$ cat config.mk
export PLATFORM = sky130hd
export DESIGN_NAME = npc_select
export DESIGN_NICKNAME = d
export VERILOG_FILES = /design/src/design/npc_pkg.sv /design/src/design/npc_select.sv
export SDC_FILE = /design/constraint.sdc
export NUM_CORES = 1
export LEC_CHECK = 0
export ABC_AREA = 1
export BUFFER_PORTS_ARGS = -buffer_cell sky130_fd_sc_hd__buf_2
export CAP_MARGIN = 20
export CORE_AREA = 5 5 310 312
export CTS_CLUSTER_SIZE = 30
export DETAILED_ROUTE_END_ITERATION = 16
export DIE_AREA = 0 0 315 317
export MAX_ROUTING_LAYER = met4
export PLACE_DENSITY = 0.46
export RECOVER_POWER = 25
export SKIP_CTS_REPAIR_TIMING = 1
export SYNTH_ARGS = -nofsm -noshare
export SYNTH_HDL_FRONTEND = slang
export SYNTH_SLANG_ARGS = --single-unit
$ cat constraint.sdc
create_clock -name clk_i -period 4.6 [get_ports clk_i]
set_clock_uncertainty 0.2 [all_clocks]
set_input_delay 0.46 -clock clk_i [delete_from_list [all_inputs] [get_ports clk_i]]
set_output_delay 0.46 -clock clk_i [all_outputs]
set_load 0.1 [all_outputs]
$ cat src/design/npc_pkg.sv
// Shared types, constants and helper functions of the nearest palette color block.
// Used by every module of the block; depends on nothing else.
`default_nettype none

package npc_pkg;

  localparam int unsigned LANES  = 16;
  localparam int unsigned IDX_W  = 4;
  localparam int unsigned CH_W   = 8;
  localparam int unsigned DIST_W = 18;
  localparam int unsigned CFG_W  = 5;

  typedef enum logic [0:0] {
    CMD_WRITE  = 1'b0,
    CMD_LOOKUP = 1'b1
  } cmd_e;

  typedef struct packed {
    logic [CH_W-1:0] r;
    logic [CH_W-1:0] g;
    logic [CH_W-1:0] b;
  } rgb_t;

  typedef struct packed {
    logic              vld;
    logic [DIST_W-1:0] dist_sq;
    logic [IDX_W-1:0]  idx;
    rgb_t              color;
  } cand_t;

  function automatic logic [CH_W-1:0] abs_diff(logic [CH_W-1:0] a, logic [CH_W-1:0] b);
    abs_diff = (a > b) ? (a - b) : (b - a);
  endfunction

  // The lower-index candidate is passed as lo, so it keeps ties.
  function automatic cand_t pick(cand_t lo, cand_t hi);
    if (hi.vld && (!lo.vld || (hi.dist_sq < lo.dist_sq))) begin
      pick = hi;
    end else begin
      pick = lo;
    end
  endfunction

endpackage

`default_nettype wire

$ cat src/design/npc_select.sv
// Minimum search: a two-stage registered comparison tree over all candidates.
// Depends on npc_pkg.
`default_nettype none

module npc_select import npc_pkg::*; (
  input  wire logic  clk_i,
  input  wire logic  en_i,
  input  wire cand_t cand_i [LANES],
  output cand_t      win_o
);

  localparam int unsigned L1 = LANES / 2;
  localparam int unsigned L2 = LANES / 4;

  cand_t lvl1   [L1];
  cand_t lvl2_d [L2];
  cand_t lvl2_q [L2];
  cand_t lvl3   [2];
  cand_t win_d;
  cand_t win_q;

  always_comb begin
    for (int i = 0; i < L1; i++) begin
      lvl1[i] = pick(cand_i[2*i], cand_i[2*i+1]);
    end
    for (int i = 0; i < L2; i++) begin
      lvl2_d[i] = pick(lvl1[2*i], lvl1[2*i+1]);
    end
  end

  always_comb begin
    for (int i = 0; i < 2; i++) begin
      lvl3[i] = pick(lvl2_q[2*i], lvl2_q[2*i+1]);
    end
    win_d = pick(lvl3[0], lvl3[1]);
    // With no entry in use the result carries zeros.
    if (!win_d.vld) begin
      win_d = '0;
    end
  end

  always_ff @(posedge clk_i) begin
    if (en_i) begin
      for (int i = 0; i < L2; i++) begin
        lvl2_q[i] <= lvl2_d[i];
      end
      win_q <= win_d;
    end
  end

  assign win_o = win_q;

endmodule

`default_nettype wire

======== Word-level counts from Yosys, hierarchy flattened ========
Memory sizes are Yosys's and may differ from the RTL's.
Cells that the tools add are included.
storage, ports and cells
  register bits ........................... 47
  RAM bits ................................ 188
  output and inout port bits .............. 47
  memories ................................ 1
memories
  memory  words  width  rd ports  clocked after Yosys merged registers in  write ports  line              text
  lvl2_q  4      47     4         0                                        4            npc_select.sv:17  cand_t lvl2_q [L2];
cells by class
  order comparisons ....................... 15
  multiplexer cells ....................... 18
  reduce and logical (&&, ||, !) cells .... 45
operators with widths
  kind                 count
  2-to-1 mux 47 bit    16
  < comparator 18 bit  15
  logical AND 1 bit    15
  zero test 1 bit      15
  logical OR 1 bit     15
  2-to-1 mux 1 bit     2

======== Depth between registers and ports, before layout ========
  word-level depth ........................ 9
  gate-level depth with buffers ........... 29
  mapped depth without buffers ............ 26

======== Worst setup path after synthesis ========
OpenSTA, ideal clock, no wires.
  kind .................................... input-to-reg
  start ................................... in cand_i[562] in the netlist's numbering
  end ..................................... mem lvl2_q[1][44] in the netlist's numbering (data pin)
  library setup time ...................... 253 ps
  data arrival time ....................... 3360 ps
  required time ........................... 4147 ps
  setup slack ............................. 787 ps
  stages .................................. 26
  buffers on the path ..................... 3
  cell sequence ........................... inv_1 -> ha_1 -> nand2_1 -> nor2_1 -> nand3_1 -> nor2_1 -> nor2_1 -> nand2_1 -> nand2_1 -> nand2_2 -> clkbuf_1 -> nand2_1 -> o21ai_0 -> inv_1 -> ha_1 -> inv_1 -> nor4_1 -> inv_1 -> nor4_1 -> nand2_1 -> nand2_1 -> nand2_1 -> buf_4 -> buf_6 -> nand3_1 -> nand2_1
RTL lines
  item             line              text
  start, declared  npc_select.sv:8   input wire cand_t cand_i [LANES],
  end, declared    npc_select.sv:17

==> run metrics <==
final instance area=slightly below 0.03 mm^2; Most common cell on crit path=nor2_1; stages on the worst setup path=25; vias in the first global route=between 20000 and 25000; most common cell after layout, fill and taps aside=buf_2; critical path capture point type=flip-flop; total of warnings raised by yosys=0; Die ar.=about 0.10 mm^2; Worst setup SP type=flip-flop; max_cap viols=1; Sum Neg Setup Slack=0 ns; clk_lat worst skew=around 0.58 ns; Crit path max-delay family=simple AND/OR/NAND/NOR gates; first-pass GRT wire length=~140 mm; final WL=between 90 and 100 mm; worst min-delay path category=in -> reg; commonest non-fill, non-tap cells in the layout=795 x buf_2, 794 x nand2_1, 350 x inv_1; Slew @ Worst Pin=approximately 2.9 ns; R2R setup slack=0.35 ns; sequential area share after synthesis=a little under a third; worst r2r path cells=25; Final Critical Period=around 4.2 ns; CTS tree=built; RSZ-0062 raised after global routing=yes; Peak VDD IR=0.261 mV; setup violators final=0; area of the multi-input gates=0.0136 mm^2; Hold Path Depth=3; slowest CP cell=edfxtp_1; Final GP Congestion=around 0.89; fin. max-slew vios=107; ys flop type=edfxtp_1; Filler Cell Count=~10000; cell taking the most area after synthesis=edfxtp_1; Die Y=317 um; drt first pass iters=5; DP Worst Slack=0.0185 ns; Vias=between 20000 and 25000; Largest stage delay, worst path=around 0.37 ns; final hold viol count=0; # IOs=801; worst endpoint required time=4.71 ns; run status=finished, violations left; FF+latch count, synth=around 240; Slew Limit Headroom=-94.2%; via-per-instance ratio=4.44; clock root buffer=clkbuf_16; Synth-to-Final Area Change=31.6%; Cell variety after synth=32; Routed Antenna Nets=0; Peak Freq=between 0.2 and 0.25 GHz; leak pwr=15.4 nW; hold_sp=cand_i[751]; Sink Count=around 240; cell area after synthesis=about 0.023 mm^2; violated checks=capacitance limit, slew limit; number of CTS-inserted buffers=29; Post-Syn Instances=about 2900; dpl hpwl=about 85 mm; crit path kind=reg -> reg; DR WL/cell=slightly below 20 um; crit path buf inv count=4; Core ar.=0.0928 mm^2; Tot GR Track Use=about a fifth; Starting DRT DRC Count=~1300; share of post-route cells with drive strength above 1=34.2%; Hold Crit Endpoint=lvl2_q[0][46]; Nets=~4800; arrival time at the worst endpoint=between 4 and 5 ns; R2R Path End=win_o[20]; period utilisation layout=a little over 90%; Critical Path Fanout Max=20; reg2reg start=lvl2_q[2][45]; pwr dens=approximately 350 mW/mm^2; syn_area_per_cell=between 7 and 8 um^2; port bufs=800; maximum number of pins on one net before global-route repair=107; initial antenna violation count=15; Post-synth ARST share=0%; Area after DPL=0.0287 mm^2; Max H-tree Level=1; Worst-path clk slew=approximately 0.06 ns; post-synth top area share=a little under a third; largest cells by area after synthesis=edfxtp_1 31%, ha_1 14%, mux2_2 14%; Register Area=approximately 0.0071 mm^2; GRT overflow=0; # DRC=0; Post-Syn Nets=between 3000 and 4000; EDFF count, synth=around 240; starting density of the core=between 20% and 30%; die width=~320 um; final worst slack=between 0.3 and 0.4 ns; clk buf depth=3; row count=around 110
==> cells in the mapped netlist, types with 13 or more instances <==
library cell,instances
nand4_1,17
inv_1,350
buf_1,26
buf_6,21
o21ai_0,110
nand2_1,802
edfxtp_1,235
nand3_1,208
clkbuf_1,47
ha_1,255
nor2_1,251
buf_2,33
nand2_2,13
mux2_2,280
a21oi_1,187
==> worst max path at each step <==
stage                  start             to  slack [ns]
2_1_floorplan    cand_i[562]  lvl2_q[1][44]        0.79
3_3_place_gp     cand_i[417]  lvl2_q[1][22]       -0.05
3_5_place_dp     cand_i[417]  lvl2_q[1][22]        0.02
4_1_cts        lvl2_q[2][45]      win_o[24]      -0.001
5_1_grt        lvl2_q[2][45]      win_o[24]      -0.006
6_report       lvl2_q[2][45]      win_o[20]        0.35
==> power by group <==
group          switching (mW)  internal, mW  leakage (nW)
logic                    3.25          1.70          12.6
clock network           0.963          1.36         0.460
registers               0.195          2.93          2.29
total                    4.41          6.00          15.4
==> through the flow <==
stage          hold slack, ns  total power [mW]  cells  utilization [%]
2_1_floorplan           0.372              6.27   2909                -
3_3_place_gp            0.468              8.14   4962             30.9
3_5_place_dp            0.468              8.13   4962             30.9
4_1_cts                0.0227              10.5   5012             32.0
5_1_grt                0.0485              11.2   5023             32.0
6_report               0.0534              10.4   5025             32.0
==> state kept, by name, summed over array words and instances, names as in the netlist <==
name    flops
lvl2_q    188
win_o      47
==> metal layers <==
metal,vias to the layer above,GRT usage [%],routed length (um)
met2,669,31.6,47100
met3,65,3.04,6230
met1,10200,25.6,44900
li1,11400,-,-
met5,-,-,0
met4,0,2.91,1410
==> worst reg2reg max path: cells and delay by family, from the launching register on <==
kind / cells / cell delay [ns]
and+or+nand+nor: 14 / 1.49
adders and majority gates: 2 / 0.57
AOI/OAI and AO/OA: 5 / 0.85
DFF: 1 / 0.37
buffers and inverters: 4 / 0.51
==> cell type report <==
cell class                      instances  share of cell area [%]
Inverter                              351                    4.43
Clock inverter                         18                   0.644
Tap cell                             1254                    5.28
Multi-Input combinational cell       2192                    45.7
Timing Repair Buffer                  933                    17.6
Sequential cell                       235                    23.7
Clock buffer                           32                    2.48
Antenna cell                           10                  0.0842
==> logic make-up after synthesis <==
family / Yosys count / synth area share [%]
buffers and inverters: 482 / 8.96
AND/OR/NAND/NOR: 1318 / 23.7
adder cells (fa/ha/maj): 255 / 14.1
flip-flops: 235 / 31.2
AO/OA/AOI/OAI: 339 / 7.98
multiplexers: 280 / 14.0
No activity file was read; power rests on OpenSTA's default activity.
