[src/design/npc_pkg.sv]
// Shared types, constants and helper functions of the nearest palette color block.
// Used by every module of the block; depends on nothing else.
`default_nettype none

package npc_pkg;

  localparam int unsigned LANES  = 16;
  localparam int unsigned IDX_W  = 4;
  localparam int unsigned CH_W   = 8;
  localparam int unsigned DIST_W = 18;
  localparam int unsigned CFG_W  = 5;

  typedef enum logic [0:0] {
    CMD_WRITE  = 1'b0,
    CMD_LOOKUP = 1'b1
  } cmd_e;

  typedef struct packed {
    logic [CH_W-1:0] r;
    logic [CH_W-1:0] g;
    logic [CH_W-1:0] b;
  } rgb_t;

  typedef struct packed {
    logic              vld;
    logic [DIST_W-1:0] dist_sq;
    logic [IDX_W-1:0]  idx;
    rgb_t              color;
  } cand_t;

  function automatic logic [CH_W-1:0] abs_diff(logic [CH_W-1:0] a, logic [CH_W-1:0] b);
    abs_diff = (a > b) ? (a - b) : (b - a);
  endfunction

  // The lower-index candidate is passed as lo, so it keeps ties.
  function automatic cand_t pick(cand_t lo, cand_t hi);
    if (hi.vld && (!lo.vld || (hi.dist_sq < lo.dist_sq))) begin
      pick = hi;
    end else begin
      pick = lo;
    end
  endfunction

endpackage

`default_nettype wire

[src/design/npc_palette.sv]
// Palette store: one 24-bit color register per entry, all read in parallel.
// Depends on npc_pkg.
`default_nettype none

module npc_palette import npc_pkg::*; #(
  parameter int unsigned DEPTH = 16
) (
  input  wire logic             clk_i,
  input  wire logic             rst_ni,
  input  wire logic             we_i,
  input  wire logic [IDX_W-1:0] widx_i,
  input  wire rgb_t             wcolor_i,
  output rgb_t                  colors_o [LANES]
);

  for (genvar i = 0; i < LANES; i++) begin : g_entry
    if (i < DEPTH) begin : g_used
      rgb_t entry_q;
      always_ff @(posedge clk_i or negedge rst_ni) begin
        if (!rst_ni) begin
          entry_q <= '0;
        end else if (we_i && (widx_i == IDX_W'(i))) begin
          entry_q <= wcolor_i;
        end
      end
      assign colors_o[i] = entry_q;
    end else begin : g_unused
      assign colors_o[i] = '0;
    end
  end

endmodule

`default_nettype wire

[config.mk]
export PLATFORM = sky130hd
export DESIGN_NAME = npc_palette
export DESIGN_NICKNAME = d
export VERILOG_FILES = /design/src/design/npc_pkg.sv /design/src/design/npc_palette.sv
export SDC_FILE = /design/constraint.sdc
export NUM_CORES = 1
export LEC_CHECK = 0
export ABC_AREA = 0
export BUFFER_PORTS_ARGS = -buffer_cell sky130_fd_sc_hd__buf_2
export CORE_ASPECT_RATIO = 0.8
export CORE_MARGIN = 1.5
export CORE_UTILIZATION = 52
export CTS_CLUSTER_DIAMETER = 40
export DETAILED_ROUTE_END_ITERATION = 6
export PLACE_DENSITY = 0.87
export SLEW_MARGIN = 20
export SYNTH_ARGS = -nofsm -noshare
export SYNTH_HDL_FRONTEND = slang
export SYNTH_SLANG_ARGS = --single-unit
export TNS_END_PERCENT = 100
[constraint.sdc]
create_clock -name clk_i -period 1 [get_ports clk_i]
set_clock_uncertainty 0.15 [all_clocks]
set_input_delay 0.3 -clock clk_i [delete_from_list [all_inputs] [get_ports clk_i]]
set_output_delay 0.3 -clock clk_i [all_outputs]
set_load 0.05 [all_outputs]
**Word level (Yosys, flattened, before mapping)**

Index checks and enable logic that the tools add are counted.

- Word-level logic and storage cells: 80
- Input bits: 31
- Register bits after elaboration: 384
- Output and inout port bits: 384

- Equality and inequality tests: 15
- Reduce and logical (&&, ||, !) cells: 17

Operator list:

| operator | count |
|---|---|
| == test 4 bit, second input constant | 8 |
| == test 4 x 3 -> 1 bit, second input constant | 4 |
| logical AND 1 bit | 16 |
| == test 4 x 2 -> 1 bit, second input constant | 2 |
| == test 4 x 1 -> 1 bit, second input constant | 1 |
| logical NOT 4 bit | 1 |

**Depth between registers and ports, before layout**

Gate-level depths: netlist of run 1.

- Depth after elaboration: 2
- Gate-level depth with buffers: 5
- Gate-level depth less buffers: 3

**Worst setup path before layout of run 1**

Ideal clock, no wire load.

- Path type: input port to flip-flop
- Start point: input port widx_i[0]
- End point: register g_entry[10].g_used.entry_q, in the netlist colors_o[121]
- Data required time: 0.725 ns
- Stages on the path: 5
- Setup time: 0.125 ns
- Buffers on the path: 2
- Slack: -0.769 ns
- Data arrival time: 1.494 ns
- Cell sequence: buf_2 nand2b_1 nor2_1 buf_2 mux2_2

- Longest elaborated chain between the ends: 2

Ends and longest elaborated chain:

| element | line | text |
|---|---|---|
| from (decl) | npc_palette.sv:11 | `input wire logic [IDX_W-1:0] widx_i,` |
| == test 4 bit | npc_palette.sv:22 | `end else if (we_i && (widx_i == IDX_W'(i))) begin` |
| logical AND 1 bit | npc_palette.sv:22 |  |
| to (signal assigned) | npc_palette.sv:23 | `entry_q <= wcolor_i;` |
| to (decl) | npc_palette.sv:18 | `rgb_t entry_q;` |

Every way passes these cells.
A chain may end at the register's enable or synchronous reset.

**Worst setup path after layout of run 1**

- Start point: register g_entry[4].g_used.entry_q, in the netlist colors_o[272]
- End point: output port colors_o[272] (netlist name)

RTL lines:

| element | line | text |
|---|---|---|
| from (decl) | npc_palette.sv:18 |  |
| from (signal assigned) | npc_palette.sv:23 |  |
| to (decl) | npc_palette.sv:13 | `output rgb_t colors_o [LANES]` |

No word-level cell between the ends.

==> results.sh, run 1 <==
export IMPL_syn_area_sq_um=14340
export IMPL_grt_max_degree=33
export IMPL_dpl_hpwl_um=27980
export IMPL_cap_violations=0
export IMPL_insertion_delay_ps=530
export IMPL_grt_first_pass_wirelength_um=82540
export IMPL_vias=12410
export IMPL_syn_nets=885
export IMPL_drtAntennaViolNets=0
export IMPL_setup_viol=768
export IMPL_drc=0
export IMPL_synth_top_area_share_pct=67.00
export IMPL_htree_levels=2
export IMPL_cp_start_kind="flop"
export IMPL_root_buffer="clkbuf_16"
export IMPL_drt_wirelength_per_cell_um=38.77
export IMPL_nets=1579
export IMPL_seq_area_frac_synth_pct=67.00
export IMPL_coreArea_sq_um=27160
export IMPL_critPathTopFamily="flip-flops"
export IMPL_violations="negative hold slack, negative setup slack"
export IMPL_gp_congestion=0.8409
export IMPL_max_freq_mhz=607.0
export IMPL_mostFrequentLayoutCell="dfrtp_2"
export IMPL_crit_type="reg -> out"
export IMPL_setup_slack_ps=-647.5
export IMPL_drive_above_1_share_pct=97.22
export IMPL_whs_ps=-15.19
export IMPL_worst_pin_slew_ps=603.6
export IMPL_synth_top_family_by_area="multiplexers"
export IMPL_period_minus_slack_ps=1648
export IMPL_antenna_found_initial=3
export IMPL_status="complete, but fails checks"
export IMPL_worst_path_max_fanout=2
export IMPL_io_pins=415
export IMPL_grt_overflow_total=0
export IMPL_slew_limit_headroom_pct=59.76
export IMPL_start_util_pct=52.81
export IMPL_row_count=54
export IMPL_rsz0062_at_grt="true"
export IMPL_yosys_cell_types_count=13
export IMPL_synth_cells=854
export IMPL_clockBufferDepth=3
export IMPL_area_delta_synth_final_pct=80.72
export IMPL_most_common_layout_cells="354 x dfrtp_2, 330 x buf_6, 273 x mux2_4"
export IMPL_largest_reg_flops=384
export IMPL_grt_pass1_vias=12090
export IMPL_r2r_start="colors_o[272]"
export IMPL_power_density_nw_per_um2=2923
export IMPL_critical_path_startpoint="colors_o[272]"
export IMPL_totalWireLength_um=75490
export IMPL_yosysTopAreaCell="dfrtp_1"
export IMPL_viasPerCell=6.374
export IMPL_cp_end_kind="output port"
export IMPL_ys_ff_latch=384
export IMPL_cts_sinks=384
export IMPL_crit_path_max_incr_delay_ps=450
export IMPL_cts_clk_slew_worst_paths_ps=70
export IMPL_drt_iter0_drc=1275
export IMPL_synthAdderAreaFrac_pct=0
export IMPL_cts_tree="done"
export IMPL_synth_compound_area_share_pct=0
export IMPL_synth_xor_area_share_pct=0
export IMPL_path_cells="buf_6"
export IMPL_numCtsBuffers=43
export IMPL_grt_usage_pct=39.64
export IMPL_cp_required_ps=550
export IMPL_die_x_um=188.7
export IMPL_min_period_over_period_pct=164.8
export IMPL_die_area_sq_um=28590
export IMPL_yosys_area_share_simple_pct=0.9073
export IMPL_peakVddDrop_uv=2388
export IMPL_cp_slowest_cell="dfrtp_1"
export IMPL_cp_data_arrival_time_ps=1200
export IMPL_io_buffers=414
export IMPL_min_path_type="in -> async"
export IMPL_avgSynthCellArea_sq_um=16.79
export IMPL_p_total_w=0.07575
export IMPL_chipHeight_um=151.5
export IMPL_power_leakage_nw=12.06
export IMPL_yosys_warnings=0
export IMPL_worst_path_buf_inv=1
export IMPL_synth_area_leaders="dfrtp_1 67%, mux2_2 26%, mux2_1 4.6%"
export IMPL_drt_first_pass_iters=5
export IMPL_synth_mux_area_share_pct=30.15
export IMPL_final_hold_viol_count=5
export IMPL_drv_slew=0
[cell families after synthesis]
group | Yosys count
buffers and inverters | 62
and+or+nand+nor | 24
DFF | 384
muxes | 384
[power by group]
group / total, W / switching, W / internal [W]
Combinational: 0.0339 / 0.0198 / 0.0142
Sequential: 0.0240 / 0.00422 / 0.0198
Clock: 0.0178 / 0.00759 / 0.0102
Total: 0.0758 / 0.0316 / 0.0442
[area by class of cell]
| cell class | count | area, sq um |
|---|---|---|
| repair buffers | 711 | 8283 |
| well taps | 364 | 455.4 |
| clock inverters | 21 | 285.3 |
| clock buffers | 58 | 1215 |
| multi-input cells | 408 | 5627 |
| fillers | 480 | 1241 |
| diodes | 1 | 2.502 |
| flip-flops and latches | 384 | 10050 |
[cells in the mapped netlist]
cell	count
nor3b_2	1
nand3_1	1
mux2_2	325
nand2b_1	2
nand3b_1	4
buf_2	37
dfrtp_1	384
or3_1	3
and3_1	1
nand2_1	2
mux2_1	59
nor2_1	10
clkbuf_1	25
[through the flow]
step | TNS [ps] | std cells | area, sq um | setup WS [ps] | util [%]
finish | -367860 | 1947 | 25920 | -647.5 | 95.43
CTS | -301400 | 1814 | 24000 | -582.9 | 88.35
detailed placement | -299530 | 1634 | 18550 | -835.8 | 68.29
global placement | -287820 | 1634 | 18550 | -774.9 | 68.29
floorplan | -215360 | 854 | 15370 | -691.4 | -
global route | -370120 | 1946 | 25920 | -646.5 | 95.42
[path summary, 6_finish.rpt]
check | slack, ps | cells past startpoint | to
worst max-delay path | -650 | 1 | colors_o[272]
worst min-delay path | -20 | 2 | colors_o[370]
worst max register to register | -310 | 3 | colors_o[272]
worst min register to register | 390 | 1 | colors_o[342]
max in group asynchronous | 70 | 4 | colors_o[305]
min in group clk_i | 220 | 2 | colors_o[298]
[timing repair]
item                                   CTS  global route
pin swaps                                7            12
gates cloned                            17            18
setup endpoints to repair              768           796
hold buffers                             1             0
gates resized for setup                881           198
setup buffers                           85           122
endpoints found under the hold margin  384             0
[metal layers]
layer / GRT usage [%] / wire length, um / vias up / part of all wire (%)
met5: 0 / 23 / - / 0.030
met4: 22.54 / 7579 / 4 / 10
met3: 9.719 / 7904 / 470 / 10
met2: 67.21 / 35190 / 1232 / 47
met1: 46.85 / 24800 / 6337 / 33
li1: - / - / 4367 / -
No activity file was read; power rests on OpenSTA's default activity.
==> inputs of run 2 (changes only) <==
HOLD_SLACK_MARGIN = 0.15   (was not set)
==> run 2 against run 1 <==
Against the previous run:
- the run ends with negative setup slack left
- cell area fell by 2.2%
- die area unchanged
- sequential share of layout area up 0.87 points
==> results.sh, run 2 (synthesized netlist as in run 1, its figures left out) <==
export IMPL_viasPerCell=6.068
export IMPL_power_leakage_nw=11.72
export IMPL_n_fill_cell=664
export IMPL_grt_max_degree=33
export IMPL_start_util_pct=52.81
export IMPL_cts_sinks=384
export IMPL_drv_slew=0
export IMPL_min_path_type="in -> async"
export IMPL_coreArea_sq_um=27160
export IMPL_totalWireLength_um=66180
export IMPL_r2r_start="colors_o[91]"
export IMPL_rr_worst_depth=4
export IMPL_grt_overflow_total=0
export IMPL_drc=0
export IMPL_slew_limit_headroom_pct=55.48
export IMPL_htree_levels=2
export IMPL_drt_wirelength_per_cell_um=34.25
export IMPL_crit_type="reg -> out"
export IMPL_switching_share_pct=40.86
export IMPL_drtAntennaViolNets=0
export IMPL_gp_congestion=0.8409
export IMPL_chipHeight_um=151.5
export IMPL_grt_pass1_vias=12060
export IMPL_critPathTopFamily="flip-flops"
export IMPL_setup_slack_ps=-641.9
export IMPL_rrSetupSlack_ps=-330
export IMPL_mostFrequentLayoutCell="dfrtp_2"
export IMPL_cts_tree="done"
export IMPL_largest_reg_flops=384
export IMPL_numCtsBuffers=43
export IMPL_drive_above_1_share_pct=96.94
export IMPL_drt_iter0_drc=990
export IMPL_setup_viol=1147
export IMPL_cp_slowest_cell="dfrtp_2"
export IMPL_violations="negative setup slack"
export IMPL_path_cells="buf_6"
export IMPL_root_buffer="clkbuf_16"
export IMPL_die_x_um=188.7
export IMPL_combPwrFrac_pct=44.4
export IMPL_antenna_found_initial=0
export IMPL_placedCellCount=1634
export IMPL_drt_first_pass_iters=5
export IMPL_status="complete, but fails checks"
export IMPL_peakVddDrop_uv=2136
export IMPL_grt_usage_pct=39.58
export IMPL_insertion_delay_ps=520
export IMPL_clockBufferDepth=3
export IMPL_timing_rr_end="colors_o[91]"
export IMPL_min_period_over_period_pct=164.2
export IMPL_dpl_hpwl_um=27980
export IMPL_internal_power_w=0.04378
export IMPL_dp_slack_ps=-835.8
export IMPL_cap_violations=0
export IMPL_worst_path_buf_inv=1
export IMPL_cp_start_kind="flop"
export IMPL_grt_first_pass_wirelength_um=81970
export IMPL_cp_end_kind="output port"
export IMPL_vias=11720
export IMPL_cp_required_ps=550
export IMPL_cts_clk_slew_worst_paths_ps=70
export IMPL_finalSetupTns_ps=-405200
export IMPL_most_common_layout_cells="354 x dfrtp_2, 321 x buf_6, 199 x mux2_4"
export IMPL_area_delta_synth_final_pct=76.78
export IMPL_power_density_nw_per_um2=2919
export IMPL_crit_path_max_incr_delay_ps=480
export IMPL_rsz0062_at_grt="true"
export IMPL_instances_no_fill=1932
export IMPL_final_hold_viol_count=0
export IMPL_io_buffers=414
export IMPL_cp_data_arrival_time_ps=1190
export IMPL_max_freq_mhz=609.1
export IMPL_die_area_sq_um=28590
export IMPL_seqPwrFrac_pct=32.1
export IMPL_whs_ps=126.9
export IMPL_io_pins=415
export IMPL_row_count=54
export IMPL_nets=1564
export IMPL_pwr_share_clk_pct=23.5
export IMPL_worst_path_max_fanout=2
export IMPL_worst_pin_slew_ps=667.7
export IMPL_period_minus_slack_ps=1642
export IMPL_p_switching_w=0.03024
run 2: cell types whose count changed in the layout (fill, tap and decap cells not counted), sizes merged:
| cell | previous run | this run |
|---|---|---|
| clkbuf | 73 | 65 |
| buf | 695 | 688 |
run 2: per-stage QoR:
| stage | instance area (sq um) | total power (W) | util (%) |
|---|---|---|---|
| after floorplan | 15370 | 0.03860 | - |
| after global placement | 18550 | 0.04466 | 68.29 |
| after detailed placement | 18550 | 0.04530 | 68.29 |
| after CTS | 24000 | 0.06896 | 88.35 |
| after global routing | 25350 | 0.07533 | 93.34 |
| final | 25350 | 0.07402 | 93.35 |
run 2: routing by layer:
metal  global-route usage, %  share of wire [%]
met1                   46.36                 35
met2                   67.11                 49
met3                   9.880                8.8
met4                   23.25                7.3
met5                       0                  0
run 2: worst max path at each step:
| stage | start | end | slack (ps) | cells after the start |
|---|---|---|---|---|
| finish | colors_o[259] | colors_o[259] | -640 | 1 |
| global route | colors_o[259] | colors_o[259] | -670 | 1 |
| CTS | colors_o[22] | colors_o[22] | -580 | 1 |
| detailed placement | widx_i[3] | colors_o[284] | -840 | 5 |
| global placement | widx_i[3] | colors_o[280] | -770 | 5 |
| floorplan | widx_i[2] | colors_o[173] | -690 | 5 |
run 2: repair_timing:
action,4_1_cts,5_1_grt
resized for setup,881,114
buffers inserted,85,116
endpoints found under the setup margin,768,1147
hold buffers,1,1
endpoints found under the hold margin,384,384
pin swaps,7,10
gates cloned,17,9
run 2: final cells by class:
cell class,count,area [sq um],share of cell area (%)
tap,364,455.4,1.796
clock buffer,58,1215,4.792
antenna,1,2.502,0.009870
timing repair buffer,696,8014,31.61
clock inverter,21,285.3,1.125
multi-input combinational,408,5330,21.02
sequential,384,10050,39.65
run 2: power by group through the flow:
stage	logic [W]	registers (W)	clock network, W
3_5_place_dp	0.0232	0.0221	0
3_3_place_gp	0.0229	0.0218	0
2_1_floorplan	0.00378	0.0348	0
4_1_cts	0.0295	0.0228	0.0166
6_report	0.0329	0.0237	0.0174
5_1_grt	0.0334	0.0239	0.0180
